### src/hdl/assert_macros.svh
// assertion macros shared by the rtl
`ifndef ASSERT_MACROS_SVH
`define ASSERT_MACROS_SVH

`ifndef ASSERT_OFF

// same-cycle implication
`define ASSERT_IMPLY(label, clk, rst_n, ante, cons, msg) \
	label: assert property (@(posedge clk) disable iff (!rst_n) (ante) |-> (cons)) \
		else $error(msg);

// next-cycle implication
`define ASSERT_NEXT(label, clk, rst_n, ante, cons, msg) \
	label: assert property (@(posedge clk) disable iff (!rst_n) (ante) |=> (cons)) \
		else $error(msg);

`else

`define ASSERT_IMPLY(label, clk, rst_n, ante, cons, msg)
`define ASSERT_NEXT(label, clk, rst_n, ante, cons, msg)

`endif

`endif

### src/hdl/esq_pkg.sv
// types and constants for the expiring session tx queue
package esq_pkg;

	localparam int REF_W = 32;
	localparam int LEN_W = 11;
	localparam int TIME_W = 48;
	localparam int TTL_W = 24;
	localparam int MS_W = 8;
	localparam int DELAY_W = 9;
	localparam int EPOCH_W = 32;
	localparam int CTR_W = 32;
	localparam int ADDR_W = 4;
	localparam int DATA_W = 32;

	localparam logic [TTL_W-1:0] TTL_RST = 24'd400000;
	localparam logic [LEN_W-1:0] MAX_LEN_RST = 11'd1536;
	localparam logic [MS_W-1:0] RETRY_INIT_RST = 8'd2;
	localparam logic [MS_W-1:0] RETRY_CAP_RST = 8'd32;
	localparam logic [EPOCH_W-1:0] EPOCH_RST = 32'd1;

	typedef enum logic [1:0] {
		OP_ENQUEUE = 2'd0,
		OP_OFFER = 2'd1,
		OP_SET_ENABLE = 2'd2
	} op_t;

	typedef enum logic [2:0] {
		ST_QUEUED = 3'd0,
		ST_NOT_READY = 3'd1,
		ST_BAD_LEN = 3'd2,
		ST_FULL = 3'd3,
		ST_EMPTY = 3'd4,
		ST_SENT = 3'd5,
		ST_EXPIRED = 3'd6,
		ST_BUSY = 3'd7
	} status_t;

	typedef enum logic [1:0] {
		REG_TTL = 2'd0,
		REG_MAX_LEN = 2'd1,
		REG_RETRY_INIT = 2'd2,
		REG_RETRY_CAP = 2'd3
	} reg_idx_t;

	typedef struct packed {
		logic [TTL_W-1:0] ttl;
		logic [LEN_W-1:0] max_len;
		logic [MS_W-1:0] retry_init;
		logic [MS_W-1:0] retry_cap;
	} cfg_t;

	typedef struct packed {
		logic [1:0] op;
		logic [REF_W-1:0] frame_ref;
		logic [LEN_W-1:0] frame_length;
		logic [TIME_W-1:0] now_us;
		logic host_mounted;
		logic endpoint_ready;
		logic enable;
	} item_t;

	typedef struct packed {
		logic [REF_W-1:0] frame_ref;
		logic [LEN_W-1:0] frame_length;
		logic [TIME_W-1:0] stamp;
		logic [EPOCH_W-1:0] epoch;
	} slot_t;

endpackage

### src/hdl/esq_regs.sv
// apb configuration registers
module esq_regs (
	input logic clk,
	input logic arst_n,
	input logic psel,
	input logic penable,
	input logic pwrite,
	input logic [esq_pkg::ADDR_W-1:0] paddr,
	input logic [esq_pkg::DATA_W-1:0] pwdata,
	output logic [esq_pkg::DATA_W-1:0] prdata,
	output logic pready,
	output esq_pkg::cfg_t cfg
);

	esq_pkg::cfg_t cfg_q;
	esq_pkg::reg_idx_t sel;
	logic wr_go;

	assign pready = 1'b1;
	assign sel = esq_pkg::reg_idx_t'(paddr[3:2]);
	assign wr_go = psel && penable && pwrite && pready;
	assign cfg = cfg_q;

	always_ff @(posedge clk or negedge arst_n) begin
		if (!arst_n) begin
			cfg_q.ttl <= esq_pkg::TTL_RST;
			cfg_q.max_len <= esq_pkg::MAX_LEN_RST;
			cfg_q.retry_init <= esq_pkg::RETRY_INIT_RST;
			cfg_q.retry_cap <= esq_pkg::RETRY_CAP_RST;
		end else if (wr_go) begin
			case (sel)
				esq_pkg::REG_TTL: cfg_q.ttl <= pwdata[esq_pkg::TTL_W-1:0];
				esq_pkg::REG_MAX_LEN: cfg_q.max_len <= pwdata[esq_pkg::LEN_W-1:0];
				esq_pkg::REG_RETRY_INIT: cfg_q.retry_init <= pwdata[esq_pkg::MS_W-1:0];
				esq_pkg::REG_RETRY_CAP: cfg_q.retry_cap <= pwdata[esq_pkg::MS_W-1:0];
				default: ;
			endcase
		end
	end

	always_comb begin
		case (sel)
			esq_pkg::REG_TTL: prdata = esq_pkg::DATA_W'(cfg_q.ttl);
			esq_pkg::REG_MAX_LEN: prdata = esq_pkg::DATA_W'(cfg_q.max_len);
			esq_pkg::REG_RETRY_INIT: prdata = esq_pkg::DATA_W'(cfg_q.retry_init);
			esq_pkg::REG_RETRY_CAP: prdata = esq_pkg::DATA_W'(cfg_q.retry_cap);
			default: prdata = '0;
		endcase
	end

endmodule

### config.mk
export PLATFORM = sky130hd
export DESIGN_NAME = esq_regs
export DESIGN_NICKNAME = d
export VERILOG_FILES = /design/src/hdl/assert_macros.svh /design/src/hdl/esq_pkg.sv /design/src/hdl/esq_regs.sv
export SDC_FILE = /design/constraint.sdc
export NUM_CORES = 1
export LEC_CHECK = 0
export ABC_AREA = 0
export BUFFER_PORTS_ARGS = -buffer_cell sky130_fd_sc_hd__buf_2
export CAP_MARGIN = 20
export CORE_MARGIN = 2
export CORE_UTILIZATION = 41
export CTS_CLUSTER_SIZE = 14
export DETAILED_ROUTE_END_ITERATION = 12
export GPL_ROUTABILITY_DRIVEN = 0
export GPL_TIMING_DRIVEN = 0
export PLACE_DENSITY = 0.76
export SLEW_MARGIN = 10
export SYNTH_ARGS = -nofsm -noshare
export SYNTH_HDL_FRONTEND = slang
export SYNTH_SLANG_ARGS = --single-unit
### constraint.sdc
create_clock -name clk -period 1.15 [get_ports clk]
set_input_delay 0.1725 -clock clk [delete_from_list [all_inputs] [get_ports clk]]
set_output_delay 0.1725 -clock clk [all_outputs]
set_load 0.02 [all_outputs]
==> reports/qor.txt, run 1 <==
Clk Tree Root Cell -> clkbuf_8
DRC Markers -> 0
total wire length -> 6950 um
Net Switching -> 2.44 mW
Setup CP Type -> register to output pin
vias after detailed routing -> 1903
Critical Path Start -> cfg[0]
number of global-route vias before repair -> 1887
GRT Total Usage -> 20.6%
cts bufs inserted -> 5
latest clock arrival within the worst-skew pair -> 0.31 ns
Final nets -> 361
initial antenna violation count -> 0
Setup crit start kind -> register
n_diodes -> 0
post-synthesis adder-cell area fraction -> 0%
Via density -> 4.84
Clock Path Buffers -> 2
CTS tree -> built
worst r2r dst -> cfg[16]
Gate power share -> 47.6%
largest net degree at the start of global routing -> 37
most frequent cells in the layout -> buf_6, buf_2, dfrtp_1
DP HPWL -> 4070 um
Slew @ Worst Pin -> 0.529 ns
Initial DRT Pass Iterations -> 4
grt total ovfl -> 0
H-tree depth -> 2
Hold Slack -> 0.0735 ns
Placed Cells -> 340
synth top area cells -> dfrtp_1, mux2_2, dfstp_2
Max FO, Critical Path -> 2
Min-Delay Endpoint -> cfg[43]
switching share of power -> 33.1%
fmax -> 645 MHz
failing checks -> setup timing
I/O pin count -> 125
Distinct cells, synth -> 20
Slew Limit Fails -> 0
Yosys top cell area share -> 42.4%
status -> finished, violations left
post-layout util -> 72.9%
Setup WS pre-CTS -> -0.258 ns
WP data required -> 0.98 ns
Pint -> 4.92 mW
RSZ-0062 raised after global routing -> true
worst vdd ir -> 1.11 mV
final hold violation count -> 0
Post-Synth XOR/XNOR Area -> 0%
Antenna Nets Post-Route -> 0
flop2flop setup slack -> 0.11 ns
worst r2r src -> cfg[16]
fraction of final layout cells sized beyond drive strength 1 -> 79.1%
Area growth syn-to-layout -> 68.8%
area share of and/or/nand/nor cells after synthesis -> 6.41%
initial core utilization -> 43.2%
sequential share of power -> 35.4%
Netlist Area Pre-Place -> 2420 sq um
Cells after Synth -> 157
R2R depth -> 3
max reg flops -> 51
Die W -> 80.8 um
Power Density -> 1800 nW/um^2
Mapped Avg Cell Area -> 15.4 sq um
Die Ht -> 80.8 um
clk slew on worst S/H paths -> 0.10 ns
Max Cap Viol -> 0
number of clock sinks -> 51
first-pass GRT wire length -> 9870 um
Hold Startpoint -> pwdata[16]
Clock Skew -> 0 ns
Pwr Total -> 7.36 mW
Seq/Total Area, Yosys -> 53.2%
complex-gate fraction of the synthesized area -> 0%
Finished Layout Cells -> 393
biggest area consumer among synthesized cells -> dfrtp_1
most common cell after layout, fill and taps aside -> buf_6
ratio of final minimum period to clock period -> 135%
portion of netlist area occupied by mux cells -> 34.0%
main combinational cell family by area after synthesis -> multiplexers
Worst EP arrival -> 1.38 ns
Rel. slew slack -> 64.6%
CORE AREA -> 5610 sq um
Row Count -> 27
Pleak -> 2.02 nW
crit end category -> output pin
DRC violation total after the first TritonRoute iteration -> 120
# port buffers -> 103
flops & latches, synth -> 51
final setup fails -> 30
clock share of power -> 17.0%
HP Class -> input pin to register
setup ws final -> -0.400 ns
die area -> 6540 sq um
hold path cells -> 2
Final min period -> 1.55 ns
wire length per cell -> 17.7 um
Ys Warns -> 0
## worst max-delay path by stage
stage	to	slack [ns]
floorplan	cfg[29]	-0.06
global placement	cfg[32]	-0.25
detailed placement	cfg[32]	-0.26
CTS	prdata[7]	-0.38
global route	prdata[0]	-0.42
finish	prdata[0]	-0.40
## worst max-delay path, cell delays in order (launching register included)
cell and delay, ns:
dfrtp_1 0.41, mux4_2 0.50, buf_6 0.15
## synth_stat cells (all sizes together)
cell and count:
nand3 1, dfrtp 41, nand4 1, mux2i 3
clkbuf 1, mux4 8, and2 13, mux2 51
dfstp 10, conb 2, or2 1, inv 1
nor3 2, nor2 5, buf 17
## through the flow
step,setup TNS (ns),cell area (sq um)
final,-4.55,4090
after CTS,-4.44,3840
after floorplan,-1.23,2500
after global placement,-13.25,3110
after global routing,-5.89,4090
after detailed placement,-12.80,3130
## cell type report
type	count	area, sq um
timing repair buffer	149	1340
clock inverter	2	37.5
buffer	18	179
sequential	51	1290
fill	366	1520
inverter	1	3.75
tap	72	90.1
clock buffer	6	72.6
multi-input combinational	94	1070
## layer usage
layer  share of wire, %  track usage (%)  routed length, um  vias up
li1                   -                -                  -      859
met4               0.83             6.10                 58        0
met2                 55             38.3               3840       64
met5                  0                0                  0        -
met1                 40             24.6               2790      976
met3                3.6             2.89                253        4
## power by group through the flow
stage / logic [mW] / registers [mW] / clock network [mW]
2_1_floorplan: 0.896 / 3.10 / 0
3_3_place_gp: 2.13 / 2.59 / 0
6_report: 3.50 / 2.60 / 1.25
4_1_cts: 3.09 / 2.56 / 1.26
5_1_grt: 3.68 / 2.65 / 1.35
3_5_place_dp: 2.18 / 2.62 / 0
## logic make-up after synthesis
kind of cell | after synthesis
AND/OR/NAND/NOR | 23
buffers and inverters | 19
other | 2
flip-flops | 51
multiplexers | 62
## timing repair
action                                  CTS  global route
pin swaps                                 6             9
endpoints found under the setup margin   34            76
setup buffers                            30            20
hold buffers                              1             0
hold endpoints to repair                 11             0
gates resized for setup                 120            42
cloned                                    1             0
Note: power is estimated with default switching activity, not from simulation.
==> run 2, diff against run 1 <==
--- a/config.mk
+++ b/config.mk
@@ -10,11 +10,13 @@
 export CAP_MARGIN = 20
 export CORE_MARGIN = 2
 export CORE_UTILIZATION = 41
+export CTS_CLUSTER_DIAMETER = 30
 export CTS_CLUSTER_SIZE = 14
 export DETAILED_ROUTE_END_ITERATION = 12
 export GPL_ROUTABILITY_DRIVEN = 0
 export GPL_TIMING_DRIVEN = 0
 export PLACE_DENSITY = 0.76
+export REMOVE_ABC_BUFFERS = 1
 export SLEW_MARGIN = 10
 export SYNTH_ARGS = -nofsm -noshare
 export SYNTH_HDL_FRONTEND = slang
==> reports/qor.txt, run 2 (synthesis gave the netlist of run 1 again) <==
status -> finished, violations left (unchanged)
failing checks -> hold timing, setup timing (was setup timing)
Die Ht -> 80.8 um (unchanged)
Die W -> 80.8 um (unchanged)
Setup CP Type -> register to output pin (unchanged)
Pint -> 4.36 mW (was 4.92 mW)
Area growth syn-to-layout -> 53.7% (was 68.8%)
Antenna Nets Post-Route -> 0 (unchanged)
H-tree depth -> 2 (unchanged)
Net Switching -> 2.24 mW (was 2.44 mW)
flop2flop setup slack -> 0.25 ns (was 0.11 ns)
Crit path depth -> 2 (unchanged)
Setup TNS -> -3.96 ns (was -4.55 ns)
Power Density -> 1770 nW/um^2 (was 1800 nW/um^2)
Pleak -> 1.82 nW (was 2.02 nW)
ratio of final minimum period to clock period -> 131% (was 135%)
Slew Limit Fails -> 0 (unchanged)
fmax -> 666 MHz (was 645 MHz)
final setup fails -> 21 (was 30)
max reg flops -> 51 (unchanged)
crit end category -> output pin (unchanged)
number of clock sinks -> 51 (unchanged)
wire length per cell -> 16.7 um (was 17.7 um)
fraction of final layout cells sized beyond drive strength 1 -> 76.0% (was 79.1%)
largest net degree at the start of global routing -> 32 (was 37)
Via density -> 4.89 (was 4.84)
Max Cap Viol -> 0 (unchanged)
slowest stage delay, CP -> 0.49 ns (was 0.50 ns)
setup ws final -> -0.352 ns (was -0.400 ns)
Final min period -> 1.50 ns (was 1.55 ns)
HP Class -> input pin to async pin (was input pin to register)
latest clock arrival within the worst-skew pair -> 0.29 ns (was 0.31 ns)
clk slew on worst S/H paths -> 0.09 ns (was 0.10 ns)
R2R depth -> 2 (was 3)
WP data required -> 0.98 ns (about the same)
Setup crit start kind -> register (unchanged)
DP HPWL -> 3870 um (was 4070 um)
GRT Total Usage -> 19.5% (was 20.6%)
sequential share of power -> 39.0% (was 35.4%)
worst vdd ir -> 1.08 mV (was 1.11 mV)
Worst path slowest cell -> mux4_2 (unchanged)
cts bufs inserted -> 5 (unchanged)
# port buffers -> 105 (was 103)
CORE AREA -> 5610 sq um (unchanged)
die area -> 6540 sq um (unchanged)
CTS tree -> built (unchanged)
crit-path leading delay family -> multiplexers (unchanged)
final hold violation count -> 24 (was 0)
first-pass GRT wire length -> 9480 um (was 9870 um)
initial antenna violation count -> 0 (unchanged)
grt total ovfl -> 0 (unchanged)
Clock Path Buffers -> 2 (unchanged)
clock share of power -> 14.8% (was 17.0%)
Clk Tree Root Cell -> clkbuf_8 (unchanged)
Hold Slack -> -0.0550 ns (was 0.0735 ns)
number of global-route vias before repair -> 1840 (was 1887)
most frequent cells in the layout -> buf_6, buf_2, dfrtp_1 (unchanged)
DRC violation total after the first TritonRoute iteration -> 58 (was 120)
Buf/Inv on CP -> 1 (unchanged)
Initial DRT Pass Iterations -> 4 (unchanged)
Worst EP arrival -> 1.33 ns (was 1.38 ns)
most common cell after layout, fill and taps aside -> buf_6 (unchanged)
Final nets -> 332 (was 361)
I/O pin count -> 125 (unchanged)
post-layout util -> 66.4% (was 72.9%)
initial core utilization -> 43.2% (unchanged)
total wire length -> 6100 um (was 6950 um)
Rel. slew slack -> 49.5% (was 64.6%)
DRC Markers -> 0 (unchanged)
CP cell instances -> mux4_2 -> buf_6 (unchanged)
switching share of power -> 34.0% (was 33.1%)
Row Count -> 27 (unchanged)
Gate power share -> 46.2% (was 47.6%)
Slew @ Worst Pin -> 0.758 ns (was 0.529 ns)
RSZ-0062 raised after global routing -> true (unchanged)
Clock Skew -> 0 ns (unchanged)
Setup WS pre-CTS -> -0.878 ns (was -0.258 ns)
vias after detailed routing -> 1781 (was 1903)
n_diodes -> 0 (unchanged)
Max FO, Critical Path -> 2 (unchanged)
[run 2: changes by cell type in the layout (fill, tap and decap cells not counted), moves of 2 or more]
cell      before  now
buf_2         47   52
buf_4         26   17
buf_6         88   64
buf_8          0    2
clkbuf_1       1    3
clkbuf_8       7    5
dfrtp_1       37   41
dfrtp_2        4    0
mux2_2        26   33
mux2_4        15    8
[run 2: power by group through the flow]
stage / clock network (mW) / logic, mW / registers (mW)
2_1_floorplan: 0 / 0.792 / 3.09
3_3_place_gp: 0 / 2.05 / 2.57
3_5_place_dp: 0 / 2.10 / 2.60
4_1_cts: 1.03 / 2.79 / 2.56
5_1_grt: 1.10 / 3.22 / 2.63
6_report: 0.976 / 3.05 / 2.58
[run 2: what timing repair did]
item | 4_1_cts | 5_1_grt
gates resized for setup | 106 | 33
cloned | 0 | 0
endpoints found under the hold margin | 24 | 17
buffers inserted | 22 | 12
setup endpoints to repair | 85 | 65
pin swaps | 4 | 3
[run 2: worst reg2reg max path, cell delays in order, from the launching register on]
cell and delay, ns:
dfrtp_1 0.39, buf_4 0.13, mux2_1 0.27
[run 2: metrics by stage]
stage | instance area (sq um) | hold WS, ns | cells | power, mW
floorplan | 2300 | -0.123 | 146 | 3.88
global placement | 2920 | 0.390 | 323 | 4.62
detailed placement | 2970 | 0.288 | 326 | 4.70
CTS | 3540 | -0.0364 | 356 | 6.38
global route | 3720 | -0.0102 | 364 | 6.95
finish | 3720 | -0.0550 | 364 | 6.60
[run 2: routing by layer]
metal | vias up | global-route usage [%] | share of wire [%]
li1 | 801 | - | -
met1 | 920 | 22.6 | 37
met2 | 51 | 36.0 | 57
met3 | 9 | 3.00 | 3.6
met4 | 0 | 7.12 | 1.9
met5 | - | 0 | 0
[run 2: final cells by class]
type / instances / area [sq um]
Inverter: 1 / 3.75
Fill cell: 457 / 1890
Sequential cell: 51 / 1290
Clock buffer: 8 / 80.1
Tap cell: 72 / 90.1
Multi-Input combinational cell: 94 / 1050
Timing Repair Buffer: 138 / 1210
[run 2: path summary, 6_finish.rpt]
path,start,to
worst max-delay path,cfg[2],prdata[2]
worst min-delay path,arst_n,cfg[0]
worst max register to register,cfg[27],cfg[27]
worst min register to register,cfg[28],cfg[28]
max in group asynchronous,arst_n,cfg[5]
min in group clk,pwdata[21],cfg[48]
==> run 3, diff against run 2 <==
--- a/config.mk
+++ b/config.mk
@@ -10,6 +10,7 @@
 export CAP_MARGIN = 20
 export CORE_MARGIN = 2
 export CORE_UTILIZATION = 41
+export CTS_BUF_LIST = sky130_fd_sc_hd__clkbuf_4 sky130_fd_sc_hd__clkbuf_8 sky130_fd_sc_hd__clkbuf_16
 export CTS_CLUSTER_DIAMETER = 30
 export CTS_CLUSTER_SIZE = 14
 export DETAILED_ROUTE_END_ITERATION = 12
==> reports/qor.txt, run 3 (synthesis gave the netlist of run 1 again) <==
Area growth syn-to-layout -> 54.2% (was 53.7%)
wire length per cell -> 16.9 um (was 16.7 um)
Fillers -> 455 (was 457)
Worst path slowest cell -> mux4_2 (unchanged)
number of global-route vias before repair -> 1836 (was 1840)
most frequent cells in the layout -> buf_6, buf_2, dfrtp_1 (unchanged)
setup ws final -> -0.351 ns (was -0.352 ns)
n_diodes -> 0 (unchanged)
H-tree depth -> 2 (unchanged)
Setup crit start kind -> register (unchanged)
largest net degree at the start of global routing -> 32 (unchanged)
Clock Skew -> 0 ns (unchanged)
slowest stage delay, CP -> 0.48 ns (was 0.49 ns)
crit end category -> output pin (unchanged)
DP HPWL -> 3870 um (unchanged)
Max Cap Viol -> 0 (unchanged)
Max FO, Critical Path -> 2 (unchanged)
Pleak -> 1.83 nW (was 1.82 nW)
Slew @ Worst Pin -> 0.772 ns (was 0.758 ns)
first-pass GRT wire length -> 9440 um (was 9480 um)
crit-path leading delay family -> multiplexers (unchanged)
Hold Slack -> -0.0492 ns (was -0.0550 ns)
Setup CP Type -> register to output pin (unchanged)
final hold violation count -> 24 (unchanged)
cts bufs inserted -> 5 (unchanged)
initial antenna violation count -> 0 (unchanged)
DRC violation total after the first TritonRoute iteration -> 36 (was 58)
# port buffers -> 105 (unchanged)
grt total ovfl -> 0 (unchanged)
Setup TNS -> -3.97 ns (was -3.96 ns)
CP cell instances -> mux4_2 -> buf_6 (unchanged)
Row Count -> 27 (unchanged)
Placement Cell Area -> 2970 sq um (unchanged)
most common cell after layout, fill and taps aside -> buf_6 (unchanged)
Via density -> 4.91 (was 4.89)
Clk Tree Root Cell -> clkbuf_8 (unchanged)
Final nets -> 332 (unchanged)
status -> finished, violations left (unchanged)
RSZ-0062 raised after global routing -> true (unchanged)
Die Ht -> 80.8 um (unchanged)
Rel. slew slack -> 48.5% (was 49.5%)
max reg flops -> 51 (unchanged)
Initial DRT Pass Iterations -> 4 (unchanged)
I/O pin count -> 125 (unchanged)
Antenna Nets Post-Route -> 0 (unchanged)
Final min period -> 1.50 ns (about the same)
CORE AREA -> 5610 sq um (unchanged)
Buf/Inv on CP -> 1 (unchanged)
final setup fails -> 21 (unchanged)
initial core utilization -> 43.2% (unchanged)
fraction of final layout cells sized beyond drive strength 1 -> 77.1% (was 76.0%)
die area -> 6540 sq um (unchanged)
worst vdd ir -> 0.982 mV (was 1.08 mV)
Die W -> 80.8 um (unchanged)
Worst EP arrival -> 1.33 ns (about the same)
design area -> 3730 sq um (was 3720 sq um)
WP data required -> 0.98 ns (about the same)
Clock Path Buffers -> 2 (unchanged)
Power Density -> 1790 nW/um^2 (was 1770 nW/um^2)
HP Class -> input pin to async pin (unchanged)
fmax -> 666 MHz (about the same)
ratio of final minimum period to clock period -> 131% (about the same)
clk slew on worst S/H paths -> 0.09 ns (about the same)
vias after detailed routing -> 1787 (was 1781)
total wire length -> 6150 um (was 6100 um)
failing checks -> hold timing, setup timing (unchanged)
Slew Limit Fails -> 0 (unchanged)
GRT Total Usage -> 19.4% (was 19.5%)
latest clock arrival within the worst-skew pair -> 0.29 ns (about the same)
number of clock sinks -> 51 (unchanged)
DRC Markers -> 0 (unchanged)
CTS tree -> built (unchanged)
-- run 3: changes by cell type in the layout (fill, tap and decap cells not counted) --
cell	previous run	this run
clkbuf_1	3	0
clkbuf_4	0	3
-- run 3: worst paths after layout --
check                                 from        end  slack [ns]  depth (start not counted)
worst min register to register     cfg[28]    cfg[28]        0.51                          1
max in group asynchronous           arst_n     cfg[5]        0.55                          2
min in group clk                pwdata[21]    cfg[48]        0.08                          2
worst min-delay path                arst_n     cfg[0]       -0.05                          1
worst max register to register     cfg[18]    cfg[18]        0.25                          2
worst max-delay path                cfg[1]  prdata[1]       -0.35                          2
-- run 3: report_power, final --
part / internal [mW] / switching (mW) / total [mW] / leakage [nW]
combinational: 1.65 / 1.40 / 3.05 / 1.18
sequential: 2.27 / 0.299 / 2.57 / 0.608
clock: 0.505 / 0.553 / 1.06 / 0.0498
-- run 3: routing by layer --
metal / GRT usage, % / routed length (um) / part of all wire, % / up-vias
met1: 22.6 / 2330 / 38 / 927
li1: - / - / - / 802
met2: 35.5 / 3480 / 57 / 49
met3: 3.33 / 235 / 3.8 / 9
met4: 7.12 / 112 / 1.8 / 0
met5: 0 / 0 / 0 / -
-- run 3: timing repair --
| action | in CTS | in global routing |
|---|---|---|
| setup endpoints to repair | 85 | 65 |
| hold endpoints to repair | 24 | 15 |
| pin swaps | 4 | 3 |
| setup buffers | 22 | 12 |
| gates cloned | 0 | 0 |
| resized for setup | 106 | 33 |
-- run 3: final cells by class --
cell class                 count  area [sq um]  area share, %
inverter                       1          3.75          0.101
timing repair buffer         138          1210           32.3
sequential                    51          1290           34.5
multi-input combinational     94          1050           28.2
tap                           72          90.1           2.41
clock buffer                   8          91.3           2.45
-- run 3: stage by stage --
stage	total power, mW	worst slack, ns	hold slack, ns	std cells	util [%]
4_1_cts	6.45	-0.361	-0.0400	356	63.3
5_1_grt	7.02	-0.398	-0.00914	364	66.6
2_1_floorplan	3.88	-0.302	-0.123	146	-
6_report	6.68	-0.351	-0.0492	364	66.6
3_5_place_dp	4.70	-0.878	0.288	326	53.0
3_3_place_gp	4.62	-1.14	0.390	323	52.1
-- run 3: worst reg2reg max path: cells and delay by family, from the launching register on --
kind,cells,cell delay (ns)
multiplexers,1,0.26
buffers and inverters,1,0.14
flip-flops,1,0.40
