==> config.mk <==
export PLATFORM = sky130hd
export DESIGN_NAME = esq_ctrl
export DESIGN_NICKNAME = d
export VERILOG_FILES = /design/src/hdl/assert_macros.svh /design/src/hdl/esq_pkg.sv /design/src/hdl/esq_ctrl.sv
export SDC_FILE = /design/constraint.sdc
export NUM_CORES = 1
export LEC_CHECK = 0
export BUFFER_PORTS_ARGS = -buffer_cell sky130_fd_sc_hd__buf_4
export CORE_AREA = 2 2 232 234
export DETAILED_ROUTE_END_ITERATION = 12
export DIE_AREA = 0 0 234 236
export SYNTH_ARGS = -nofsm -noshare
export SYNTH_HDL_FRONTEND = slang
export SYNTH_SLANG_ARGS = --single-unit
==> constraint.sdc <==
create_clock -name clk -period 10.6 [get_ports clk]
set_input_delay 2.12 -clock clk [delete_from_list [all_inputs] [get_ports clk]]
set_output_delay 2.12 -clock clk [all_outputs]
set_load 0.01 [all_outputs]
==> src/hdl/assert_macros.svh <==
// assertion macros shared by the rtl
`ifndef ASSERT_MACROS_SVH
`define ASSERT_MACROS_SVH

`ifndef ASSERT_OFF

// same-cycle implication
`define ASSERT_IMPLY(label, clk, rst_n, ante, cons, msg) \
	label: assert property (@(posedge clk) disable iff (!rst_n) (ante) |-> (cons)) \
		else $error(msg);

// next-cycle implication
`define ASSERT_NEXT(label, clk, rst_n, ante, cons, msg) \
	label: assert property (@(posedge clk) disable iff (!rst_n) (ante) |=> (cons)) \
		else $error(msg);

`else

`define ASSERT_IMPLY(label, clk, rst_n, ante, cons, msg)
`define ASSERT_NEXT(label, clk, rst_n, ante, cons, msg)

`endif

`endif

==> src/hdl/esq_pkg.sv <==
// types and constants for the expiring session tx queue
package esq_pkg;

	localparam int REF_W = 32;
	localparam int LEN_W = 11;
	localparam int TIME_W = 48;
	localparam int TTL_W = 24;
	localparam int MS_W = 8;
	localparam int DELAY_W = 9;
	localparam int EPOCH_W = 32;
	localparam int CTR_W = 32;
	localparam int ADDR_W = 4;
	localparam int DATA_W = 32;

	localparam logic [TTL_W-1:0] TTL_RST = 24'd400000;
	localparam logic [LEN_W-1:0] MAX_LEN_RST = 11'd1536;
	localparam logic [MS_W-1:0] RETRY_INIT_RST = 8'd2;
	localparam logic [MS_W-1:0] RETRY_CAP_RST = 8'd32;
	localparam logic [EPOCH_W-1:0] EPOCH_RST = 32'd1;

	typedef enum logic [1:0] {
		OP_ENQUEUE = 2'd0,
		OP_OFFER = 2'd1,
		OP_SET_ENABLE = 2'd2
	} op_t;

	typedef enum logic [2:0] {
		ST_QUEUED = 3'd0,
		ST_NOT_READY = 3'd1,
		ST_BAD_LEN = 3'd2,
		ST_FULL = 3'd3,
		ST_EMPTY = 3'd4,
		ST_SENT = 3'd5,
		ST_EXPIRED = 3'd6,
		ST_BUSY = 3'd7
	} status_t;

	typedef enum logic [1:0] {
		REG_TTL = 2'd0,
		REG_MAX_LEN = 2'd1,
		REG_RETRY_INIT = 2'd2,
		REG_RETRY_CAP = 2'd3
	} reg_idx_t;

	typedef struct packed {
		logic [TTL_W-1:0] ttl;
		logic [LEN_W-1:0] max_len;
		logic [MS_W-1:0] retry_init;
		logic [MS_W-1:0] retry_cap;
	} cfg_t;

	typedef struct packed {
		logic [1:0] op;
		logic [REF_W-1:0] frame_ref;
		logic [LEN_W-1:0] frame_length;
		logic [TIME_W-1:0] now_us;
		logic host_mounted;
		logic endpoint_ready;
		logic enable;
	} item_t;

	typedef struct packed {
		logic [REF_W-1:0] frame_ref;
		logic [LEN_W-1:0] frame_length;
		logic [TIME_W-1:0] stamp;
		logic [EPOCH_W-1:0] epoch;
	} slot_t;

endpackage

==> src/hdl/esq_ctrl.sv <==
// queue state, counters and result register
module esq_ctrl #(
	parameter int DEPTH = 64,
	localparam int IDX_W = $clog2(DEPTH),
	localparam int CNT_W = $clog2(DEPTH + 1)
) (
	input logic clk,
	input logic arst_n,
	input logic vld_s1,
	input esq_pkg::item_t item_s1,
	input esq_pkg::cfg_t cfg,
	input esq_pkg::slot_t head,
	output logic wr_en,
	output logic [IDX_W-1:0] wr_idx,
	output esq_pkg::slot_t wr_data,
	output logic [IDX_W-1:0] rd_idx_next,
	output logic done,
	output logic [2:0] status,
	output logic [esq_pkg::REF_W-1:0] sent_ref,
	output logic [esq_pkg::LEN_W-1:0] sent_length,
	output logic [esq_pkg::DELAY_W-1:0] retry_delay_ms,
	output logic [CNT_W-1:0] pending_count,
	output logic [esq_pkg::CTR_W-1:0] sent_count,
	output logic [esq_pkg::CTR_W-1:0] busy_count,
	output logic [esq_pkg::CTR_W-1:0] expired_count,
	output logic [esq_pkg::CTR_W-1:0] drop_count,
	output logic is_enabled
);

	logic [IDX_W-1:0] rd_q, wr_q;
	logic [CNT_W-1:0] count_q, count_d;
	logic [esq_pkg::EPOCH_W-1:0] epoch_q, epoch_d;
	logic [esq_pkg::DELAY_W-1:0] delay_q, delay_d;
	logic [esq_pkg::CTR_W-1:0] sent_q, busy_q, exp_q, drop_q;
	logic sent_inc, busy_inc, exp_inc, drop_inc;

	logic done_s2;
	esq_pkg::status_t status_s2, status_d;
	logic [esq_pkg::REF_W-1:0] ref_s2, ref_d;
	logic [esq_pkg::LEN_W-1:0] len_s2, len_d;
	logic [esq_pkg::DELAY_W-1:0] dly_s2, dly_d;

	logic enabled, empty, full, expired, wr_go, rd_go;
	logic [esq_pkg::TIME_W-1:0] age;

	always_comb begin
		enabled = ~epoch_q[0];
		empty = (count_q == '0);
		full = (count_q == CNT_W'(DEPTH));
		age = item_s1.now_us - head.stamp;
		expired = !enabled || (head.epoch != epoch_q) ||
			(age >= esq_pkg::TIME_W'(cfg.ttl)) || !item_s1.host_mounted;

		wr_go = 1'b0;
		rd_go = 1'b0;
		sent_inc = 1'b0;
		busy_inc = 1'b0;
		exp_inc = 1'b0;
		drop_inc = 1'b0;
		status_d = esq_pkg::ST_QUEUED;
		ref_d = '0;
		len_d = '0;
		dly_d = '0;
		epoch_d = epoch_q;
		delay_d = delay_q;

		if (vld_s1) begin
			case (esq_pkg::op_t'(item_s1.op))
				esq_pkg::OP_ENQUEUE: begin
					if (!enabled || !item_s1.host_mounted) begin
						status_d = esq_pkg::ST_NOT_READY;
					end else if ((item_s1.frame_length == '0) ||
						(item_s1.frame_length > cfg.max_len)) begin
						status_d = esq_pkg::ST_BAD_LEN;
					end else if (full) begin
						drop_inc = 1'b1;
						status_d = esq_pkg::ST_FULL;
					end else begin
						wr_go = 1'b1;
					end
				end
				esq_pkg::OP_OFFER: begin
					if (empty) begin
						delay_d = {1'b0, cfg.retry_init};
						status_d = esq_pkg::ST_EMPTY;
					end else if (expired) begin
						exp_inc = 1'b1;
						rd_go = 1'b1;
						status_d = esq_pkg::ST_EXPIRED;
					end else if (item_s1.endpoint_ready) begin
						sent_inc = 1'b1;
						rd_go = 1'b1;
						ref_d = head.frame_ref;
						len_d = head.frame_length;
						status_d = esq_pkg::ST_SENT;
					end else begin
						busy_inc = 1'b1;
						dly_d = delay_q;
						if (delay_q < {1'b0, cfg.retry_cap}) begin
							delay_d = {delay_q[esq_pkg::DELAY_W-2:0], 1'b0};
						end
						status_d = esq_pkg::ST_BUSY;
					end
				end
				esq_pkg::OP_SET_ENABLE: begin
					if (item_s1.enable != enabled) begin
						epoch_d = epoch_q + 1'b1;
					end
				end
				default: ;
			endcase
		end

		if (wr_go) begin
			count_d = count_q + 1'b1;
		end else if (rd_go) begin
			count_d = count_q - 1'b1;
		end else begin
			count_d = count_q;
		end

		if (!rd_go) begin
			rd_idx_next = rd_q;
		end else if (rd_q == IDX_W'(DEPTH - 1)) begin
			rd_idx_next = '0;
		end else begin
			rd_idx_next = rd_q + 1'b1;
		end
	end

	assign wr_en = wr_go;
	assign wr_idx = wr_q;
	assign wr_data = '{frame_ref: item_s1.frame_ref, frame_length: item_s1.frame_length,
		stamp: item_s1.now_us, epoch: epoch_q};

	always_ff @(posedge clk or negedge arst_n) begin
		if (!arst_n) begin
			rd_q <= '0;
			wr_q <= '0;
			count_q <= '0;
			epoch_q <= esq_pkg::EPOCH_RST;
			delay_q <= {1'b0, esq_pkg::RETRY_INIT_RST};
			sent_q <= '0;
			busy_q <= '0;
			exp_q <= '0;
			drop_q <= '0;
			done_s2 <= 1'b0;
		end else begin
			rd_q <= rd_idx_next;
			if (wr_go) begin
				wr_q <= (wr_q == IDX_W'(DEPTH - 1)) ? '0 : wr_q + 1'b1;
			end
			count_q <= count_d;
			epoch_q <= epoch_d;
			delay_q <= delay_d;
			sent_q <= sent_q + esq_pkg::CTR_W'(sent_inc);
			busy_q <= busy_q + esq_pkg::CTR_W'(busy_inc);
			exp_q <= exp_q + esq_pkg::CTR_W'(exp_inc);
			drop_q <= drop_q + esq_pkg::CTR_W'(drop_inc);
			done_s2 <= vld_s1;
		end
	end

	always_ff @(posedge clk) begin
		if (vld_s1) begin
			status_s2 <= status_d;
			ref_s2 <= ref_d;
			len_s2 <= len_d;
			dly_s2 <= dly_d;
		end
	end

	assign done = done_s2;
	assign status = status_s2;
	assign sent_ref = ref_s2;
	assign sent_length = len_s2;
	assign retry_delay_ms = dly_s2;
	assign pending_count = count_q;
	assign sent_count = sent_q;
	assign busy_count = busy_q;
	assign expired_count = exp_q;
	assign drop_count = drop_q;
	assign is_enabled = ~epoch_q[0];

endmodule

==> flow_summary.ini, run 1 <==
[final_layout]
syn_to_final_growth_pct = 31.7
regArea_um2 = 6380
fin_nets = 2547
fillers = 5321
multi_input_area_um2 = 8530
drive_above_1_share = 0.290
final_area_um2 = 21300
utilization = 0.401
finalNonFillerCells = 2886

[synthesis]
synth_top_area_frac = 0.289
yosys-top-cells-area = dfrtp_1 29%, edfxtp_1 10%, xnor2_1 8.2%
synth_edf_count = 55
synth_common_cells = 187 x dfrtp_1, 152 x xnor2_1, 146 x nand2_1
syn_area_um2 = 16200
synth_flop_cell = dfrtp_1
yosys.area.top_type = dfrtp_1
yosysMostFrequentCell = dfrtp_1
yosys_warnings = 0
postSynthCellCount = 1718
ys_seq_area_frac = 0.395
async_reset_ff_frac = 0.775
syn_nets = 2098
syn_avg_cell_area_um2 = 9.41
synth-seq-cells = 244
synthDistinctLibCells = 75

[floorplanning]
row_count = 85
dieArea_um2 = 55200
core_area_um2 = 53100
dieWidth_um = 234
die_h_um = 236
pin_count = 601
initial_core_util = 0.305

[grt]
grt_usage = 0.194
grt_pass1_wl_um = 83400
grt_max_degree = 87
grt_busiest_layer = met2
gr-total-overflow = 0
met2_usage = 0.357
grt_pass1_vias = 14486
use_met1 = 0.214
grt_use_met3 = 0.0449
antenna_found_initial = 2

[clocking]
clkTransAtPathRegs_ns = 0.06
cts_buffer_depth = 3
cts_resized = 0
cts_root_buffer = clkbuf_16
cts_num_sinks = 244
clkLatencyLatePin_ns = 0.57
cts_setup_buffers = 0
ctsHoldBuffers = 0
cts_made_buffers = 28
htreeDepth = 1
cts_tree = built

[worst_setup_path]
crit_chain = buf_4, inv_1, ha_1, inv_1, fa_1, a211oi_2, o21a_1, nor2_1, nor2_1, o21ai_0, xor2_1, ha_1, a21o_1, a21oi_1, o211ai_1, a22oi_1, nand3_1, or4_1, nand4bb_4, nor4b_4, buf_4, or4_1, nand3_1, buf_4
end_kind = primary output
arrival_ns = 7.82
crit_path_frequent_cell = buf_4
setup.worst_path.start = item_s1[3]
timing.rr.start = epoch_q[28]
critical-path-max-stage-delay_ns = 0.67
crit_fanout = 8
reg2reg_depth = 22
rrSetupSlack_ns = 4.29
r2r-end = busy_count[26]
worst-path-buf-inv = 5
path_delay_family = simple AND/OR/NAND/NOR gates
crit_slowest_cell = nor4b_4
cp-start-kind = primary input
crit_type = in2out
crit_required_ns = 8.48

[drt]
antenna_left = 0
via_per_inst = 4.96
wl_per_cell_um = 19.4
drc_errors = 0
drtIter0Drc = 644
vias = 14326
first_pass_iters = 5
drt-total-wl_um = 55900

[placed_design]
routabilityCongestion = 0.876
dpl.cell_count = 2833
numPortBuffers = 536
hpwl_um = 46700
placed_cell_area_um2 = 20300

[min_path]
min_to = busy_count[31]
min_path_cells = 1
min-delay-start = busy_count[31]
hold_path.class = reg2reg

[power_and_ir_drop]
power_leakage_nw = 10.3
ir_worst_vdd_v = 0.000104
powerDensity_nw_per_um2 = 136

[timing]
fin_worst_skew_ns = 0.0307
fin_setup_tns_ns = 0
maxSlewHeadroom = 0.286
fin_crit_sh = 0.938
tightest_slew_ns = 1.07
grt_setup_unrepaired = no
setup_violations = 0
min_period_ns = 9.94
max_freq_mhz = 101
drv_slew = 0
hold_viol = 0

[status]
status = finished clean

[run]
maxCapViolations = 0
sequential cells by signal, summed over array words and instances (netlist names), 3 cells and up:
| name | flops |
|---|---|
| sent_count | 32 |
| status | 3 |
| busy_count | 32 |
| expired_count | 32 |
| wr_idx | 6 |
| drop_count | 32 |
| rd_q | 6 |
| sent_ref | 32 |
| epoch_q | 32 |
| delay_q | 9 |
| retry_delay_ms | 9 |
| sent_length | 11 |
| pending_count | 7 |
final cells by class:
type / count / area share
clock inverter: 18 / 0.0123
sequential: 244 / 0.300
tap: 696 / 0.0409
clock buffer: 34 / 0.0349
inverter: 114 / 0.0201
antenna: 1 / 0.000118
multi-input combinational: 1238 / 0.401
timing repair buffer: 541 / 0.191
worst max path at each step:
stage | end | slack (ns) | depth (start not counted)
after floorplan | rd_idx_next[1] | 1.84 | 25
after global placement | rd_idx_next[5] | 0.67 | 24
after detailed placement | rd_idx_next[5] | 0.68 | 24
after CTS | rd_idx_next[5] | 0.66 | 24
after global routing | rd_idx_next[5] | 0.34 | 24
final | rd_idx_next[5] | 0.66 | 24
metal layers:
metal,part of all wire,wire length [um],vias up
met5,0.00016,9,-
met4,0.039,2170,2
met3,0.079,4390,102
met2,0.51,28600,568
met1,0.37,20700,6830
li1,-,-,6824
cell usage in the layout (no fill, tap or decap), types with 7 or more instances in the layout:
master       n
nand4_1     58
or2_2        8
buf_4      540
a21oi_1     69
o21ai_0     58
and2_1      62
dfrtp_1    187
and4_1       7
nand2b_1    14
mux2i_1     10
inv_1      113
a31oi_1      8
nor3_1      28
mux2_2      19
xor2_1      71
or4_1        8
a21o_1      20
clkbuf_16   28
nor2b_1     11
ha_1       105
o21ai_1      7
nand2_1    146
nor2_1     112
a211oi_1     8
nand3_1     77
edfxtp_1    55
nor4_1      15
or3_1        7
and3_1      45
xnor2_1    152
o211ai_1    11
o21a_1      16
o2111ai_1    7
logic make-up after synthesis:
kind of cell,after synthesis,synth area share
AOI/OAI and AO/OA,256,0.102
buffers and inverters,236,0.0776
DFF,244,0.395
and+or+nand+nor,622,0.201
xor gates and xnor gates,223,0.121
adders and majority gates,107,0.0837
muxes,30,0.0204
metrics by stage:
step | hold slack, ns | power [mW] | worst slack, ns
after floorplan | 0.494 | 1.54 | 1.84
after global placement | 0.463 | 1.87 | 0.666
after detailed placement | 0.467 | 1.88 | 0.680
after CTS | 0.475 | 2.93 | 0.663
after global routing | 0.495 | 3.05 | 0.337
final | 0.472 | 2.89 | 0.662
report_power, final:
| part | total, mW | switching, mW | internal (mW) |
|---|---|---|---|
| logic | 0.764 | 0.415 | 0.349 |
| clock network | 1.04 | 0.412 | 0.627 |
| registers | 1.09 | 0.0680 | 1.02 |
| total | 2.89 | 0.895 | 2.00 |
No activity file was read; power rests on OpenSTA's default activity.
==> run 2, diff against run 1 <==
- CORE_AREA: 2 2 232 234 -> 4 4 234 236
- CTS_BUF_LIST: unset -> sky130_fd_sc_hd__clkbuf_8
- DIE_AREA: 0 0 234 236 -> 0 0 238 240
==> run 2 against run 1 <==
  * Flip-flop and latch count unchanged
  * First-iteration DRC count shrank 2.2%
  * Fmax about the same
  * Combinational power shrank 0.7%
  * Critical path depth unchanged
  * Global-route usage decreased by 0.55 points
  * Critical path type unchanged
  * Clock power fell by 17%
  * Cell count grew 0.62%
==> flow_summary.ini, run 2 (synthesized netlist as in run 1, its figures left out) <==
[min_path]
min_to = expired_count[31]
min-delay-start = expired_count[31]
hold_path.class = reg2reg
min_path_cells = 1

[power_and_ir_drop]
p_int_mw = 1.83
p_switching_mw = 0.886
seq_power_share = 0.402
ir_worst_vdd_v = 0.0000823
power_frac_comb = 0.279
switching_share = 0.326
pwr-share-clk = 0.318
powerDensity_nw_per_um2 = 129
power_leakage_nw = 10.4

[worst_setup_path]
reg2reg_depth = 22
end_kind = primary output
cp-start-kind = primary input
crit_fanout = 9
timing.rr.start = epoch_q[28]
crit_required_ns = 8.48
crit_slowest_cell = nor4b_4
crit_chain = buf_4, ha_1, nand2_1, nor4_1, o21ai_0, nand2_1, nor2_1, o21ai_0, a21o_1, a21oi_1, xnor2_1, ha_1, a21o_1, a21o_1, a21oi_1, nor2_1, nor4_1, nand3_1, or4_1, nand4bb_4, nor4b_4, nor2_1, mux2_4, buf_4
critical-path-max-stage-delay_ns = 0.67
rrSetupSlack_ns = 4.39
arrival_ns = 7.82
r2r-end = busy_count[28]
crit_type = in2out

[final_layout]
drive_above_1_share = 0.290
finalNonFillerCells = 2904
final_area_um2 = 21100
syn_to_final_growth_pct = 30.6
fin_nets = 2561
final_common_cell = buf_4
final_cell_mix = 539 x buf_4, 187 x dfrtp_1, 152 x xnor2_1
antenna_cells = 0

[clocking]
cts_buffer_depth = 3
clkTransAtPathRegs_ns = 0.06
cts_num_sinks = 244
cts_resized = 0
cts_made_buffers = 43
cts_tree = built
cts_root_buffer = clkbuf_8
cts_setup_buffers = 0
htreeDepth = 2
clkLatencyLatePin_ns = 0.60
ctsHoldBuffers = 0

[floorplanning]
dieWidth_um = 238
dieArea_um2 = 57100
row_count = 84
pin_count = 601
core_area_um2 = 52400
initial_core_util = 0.308
die_h_um = 240

[drt]
antenna_left = 0
via_per_inst = 4.96
wl_per_cell_um = 19.5
drt-total-wl_um = 56600
first_pass_iters = 5
drtIter0Drc = 630
vias = 14415
drc_errors = 0

[timing]
hold_viol = 0
tightest_slew_ns = 1.27
min_period_ns = 9.94
setup_slack_ns = 0.663
fin_crit_sh = 0.937
drv_slew = 0
maxSlewHeadroom = 0.131
fin_worst_skew_ns = 0.0327
grt_setup_unrepaired = no
setup_violations = 0
max_freq_mhz = 101
fin_setup_tns_ns = 0

[placed_design]
numPortBuffers = 536
hpwl_um = 46900
placed_cell_area_um2 = 20300
routabilityCongestion = 0.904
dpl.cell_count = 2824
place_ws_ns = 0.746

[status]
status = finished clean

[run]
maxCapViolations = 0

[grt]
gr-total-overflow = 0
grt_pass1_vias = 14594
grt_usage = 0.189
antenna_found_initial = 0
grt_max_degree = 115
grt_pass1_wl_um = 85300
[run 2: cell types whose count changed in the layout (fill, tap and decap cells not counted), moves of 3 or more]
cell       delta
clkbuf_8     +44
clkbuf_16    -28
inv_1        +21
clkbuf_1      -4
bufinv_16     -3
[run 2: routing by layer]
layer	wire length (um)	vias up	global-route usage
li1	-	6860	-
met1	22200	6930	0.221
met2	29400	553	0.351
met3	3810	72	0.0392
met4	1240	0	0.0493
met5	0	-	0
[run 2: how the worst max path moves through the flow]
stage           startpoint        endpoint  cells past startpoint
2_1_floorplan     head[40]  rd_idx_next[1]                     25
3_3_place_gp   item_s1[12]  rd_idx_next[1]                     24
3_5_place_dp   item_s1[12]  rd_idx_next[1]                     24
4_1_cts        item_s1[12]  rd_idx_next[1]                     24
5_1_grt        item_s1[12]  rd_idx_next[5]                     25
6_report       item_s1[12]  rd_idx_next[1]                     24
[run 2: through the flow]
step                hold slack (ns)  total power [mW]  utilization
CTS                           0.478              2.76        0.403
floorplan                     0.494              1.54            -
finish                        0.475              2.72        0.403
detailed placement            0.465              1.87        0.386
global placement              0.462              1.86        0.386
global route                  0.484              2.89        0.403
[run 2: critical path: cells and delay by family]
family	cells	cell delay, ns
fa+ha+maj	2	0.70
xor+xnor	1	0.15
simple gates	11	2.83
mux	1	0.33
buf+inv	2	0.27
compound gates	7	1.43
[run 2: cell type report]
cell class / instances / area (um2)
Fill cell: 5263 / 31300
Multi-Input combinational cell: 1238 / 8530
Sequential cell: 244 / 6380
Timing Repair Buffer: 540 / 4060
Tap cell: 688 / 861
Clock buffer: 46 / 633
Inverter: 114 / 428
Clock inverter: 34 / 218
[run 2: power by group through the flow]
stage                     logic, mW  registers (mW)  clock network, mW
after global routing          0.842            1.10              0.942
after CTS                     0.769            1.09              0.900
after floorplan               0.430            1.11                  0
after global placement        0.754            1.11                  0
final                         0.759            1.09              0.864
after detailed placement      0.764            1.11                  0
==> run 3, diff against run 2 <==
- ABC_AREA: unset -> 1
- CORE_AREA: 4 4 234 236 -> 2 2 234 236
- DIE_AREA: 0 0 238 240 -> 0 0 236 238
- HOLD_SLACK_MARGIN: unset -> 0.06
==> run 3 against run 2 <==
  * Register-to-register slack better by 0.98 ns
  * Clock power increased by 11%
  * Wire length is 4.1% higher
  * Combinational power rose by 5.8%
  * Flip-flop and latch count did not move
  * Clock skew is 0.0029 ns lower
  * Sequential power about the same
  * Critical path type unchanged
  * Critical endpoint is now rd_idx_next[3]
==> flow_summary.ini, run 3 <==
[status]
status = finished clean

[placed_design]
hpwl_um = 49500
routabilityCongestion = 0.944
numPortBuffers = 536

[synthesis]
ys_seq_area_frac = 0.363
syn_nets = 2766
yosys-top-cells-area = dfrtp_1 27%, nand2_1 14%, inv_1 10%
synth_edf_count = 55
synth_top_area_frac = 0.266
synthDistinctLibCells = 44
yosys.area.top_type = dfrtp_1
yosysMostFrequentCell = nand2_1
async_reset_ff_frac = 0.775
synth_flop_cell = dfrtp_1
yosys_warnings = 0
synth-seq-cells = 244
syn_area_um2 = 17600
synth_common_cells = 652 x nand2_1, 475 x inv_1, 207 x nor2_1
syn_avg_cell_area_um2 = 7.38
postSynthCellCount = 2386

[min_path]
hold_path.class = reg2reg

[clocking]
cts_root_buffer = clkbuf_8
cts_resized = 0
clkTransAtPathRegs_ns = 0.05
htreeDepth = 2
cts_setup_buffers = 0
clkLatencyLatePin_ns = 0.62
cts_buffer_depth = 3
cts_made_buffers = 47
cts_num_sinks = 244
cts_tree = built
ctsHoldBuffers = 0

[power_and_ir_drop]
ir_worst_vdd_v = 0.000125
powerDensity_nw_per_um2 = 126
power_leakage_nw = 12.9

[timing]
fin_worst_skew_ns = 0.0298
holdWs_ns = 0.464
tightest_slew_ns = 0.891
maxSlewHeadroom = 0.406
min_period_ns = 8.47
hold_viol = 0
fin_setup_tns_ns = 0
max_freq_mhz = 118
drv_slew = 0
setup_violations = 0
grt_setup_unrepaired = no
fin_crit_sh = 0.799

[grt]
grt_usage = 0.205
antenna_found_initial = 6
grt_pass1_vias = 16501
grt_max_degree = 71
gr-total-overflow = 0
grt_pass1_wl_um = 90500

[drt]
drc_errors = 0
drt-total-wl_um = 59000
antenna_left = 0
drtIter0Drc = 852
first_pass_iters = 5
wl_per_cell_um = 16.4
vias = 16590
via_per_inst = 4.60

[final_layout]
final_cell_mix = 652 x nand2_1, 537 x buf_4, 493 x inv_1
fillers = 5516
drive_above_1_share = 0.235
fin_nets = 3252
regArea_um2 = 6380
multi_input_area_um2 = 8670
utilization = 0.425
syn_to_final_growth_pct = 29.1
final_common_cell = nand2_1

[worst_setup_path]
crit_fanout = 15
arrival_ns = 6.35
cp-start-kind = primary input
crit_type = in2out
end_kind = primary output
crit_required_ns = 8.48

[floorplanning]
row_count = 85
core_area_um2 = 53500
pin_count = 601
dieArea_um2 = 56200
initial_core_util = 0.329
dieWidth_um = 236
die_h_um = 238

[run]
maxCapViolations = 0
-- run 3: cell types whose count changed after synthesis, moves of 35 or more --
| cell | delta |
|---|---|
| and2_1 | -60 |
| and3_1 | -41 |
| inv_1 | +362 |
| nand2_1 | +506 |
| nor2_1 | +95 |
| nor2_2 | +39 |
| o21ai_0 | -35 |
| xnor2_1 | -95 |
| xor2_1 | +56 |
-- run 3: power by group --
group / switching, mW / internal [mW] / total [mW]
registers: 0.0830 / 1.03 / 1.11
logic: 0.466 / 0.336 / 0.803
clock network: 0.427 / 0.530 / 0.957
total: 0.976 / 1.90 / 2.87
-- run 3: cell families (layout without fill, tap and decap cells) --
logic type / after synthesis / count (layout) / synth area share
AOI/OAI and AO/OA: 120 / 120 / 0.0381
xor gates and xnor gates: 184 / 184 / 0.0916
adders and majority gates: 107 / 107 / 0.0769
buffers and inverters: 576 / 1097 / 0.144
DFF: 244 / 244 / 0.363
other: 0 / 2 / 0
and+or+nand+nor: 1155 / 1155 / 0.286
-- run 3: path summary, 6_finish.rpt --
| path | end | cells after the start | startpoint | slack, ns |
|---|---|---|---|---|
| worst max-delay path | rd_idx_next[3] | 28 | item_s1[14] | 2.13 |
| worst min-delay path | drop_count[31] | 1 | drop_count[31] | 0.46 |
| worst max register to register | busy_count[30] | 29 | epoch_q[0] | 5.37 |
| worst min register to register | drop_count[31] | 1 | drop_count[31] | 0.46 |
| max in group asynchronous | epoch_q[29] | 3 | arst_n | 7.00 |
| min in group asynchronous | expired_count[30] | 1 | arst_n | 1.50 |
-- run 3: metrics by stage --
stage | power (mW) | instances | area [um2] | setup WS [ns]
2_1_floorplan | 1.59 | 2386 | 17600 | 3.37
3_3_place_gp | 1.92 | 3519 | 21800 | 2.30
3_5_place_dp | 1.93 | 3519 | 21800 | 2.19
4_1_cts | 2.91 | 3603 | 22700 | 2.19
5_1_grt | 3.07 | 3605 | 22700 | 1.75
6_report | 2.87 | 3605 | 22700 | 2.13
-- run 3: layout make-up --
type / instances / area share
multi-input cells: 1566 / 0.382
flip-flops and latches: 244 / 0.281
repair buffers: 538 / 0.178
inverters: 475 / 0.0785
well taps: 696 / 0.0383
clock buffers: 56 / 0.0339
clock inverters: 28 / 0.00826
diodes: 2 / 0.000220
-- run 3: worst max-delay path: stages --
cell	delay (ns)
buf_4	0.11
ha_1	0.41
nand2_1	0.16
inv_1	0.12
nand2_1	0.08
nor2_1	0.23
nand4_1	0.20
nand3_1	0.24
xor2_1	0.17
ha_1	0.26
nand2_1	0.07
inv_1	0.04
o21ai_0	0.08
nand2_1	0.08
nand2_1	0.06
nand2_1	0.05
nor2_1	0.09
nand3_1	0.11
nor2_1	0.10
nand3_1	0.07
nor2_1	0.11
nand3_1	0.11
nor2_2	0.19
nand3_1	0.24
nand2_2	0.33
inv_1	0.13
o21ai_1	0.22
buf_4	0.16
-- run 3: metal layers --
layer / vias to the layer above / GRT usage / share of wire
met5: - / 0 / 0.00081
met4: 8 / 0.0815 / 0.037
met3: 117 / 0.0543 / 0.077
met2: 584 / 0.344 / 0.47
met1: 7633 / 0.251 / 0.42
li1: 8248 / - / -
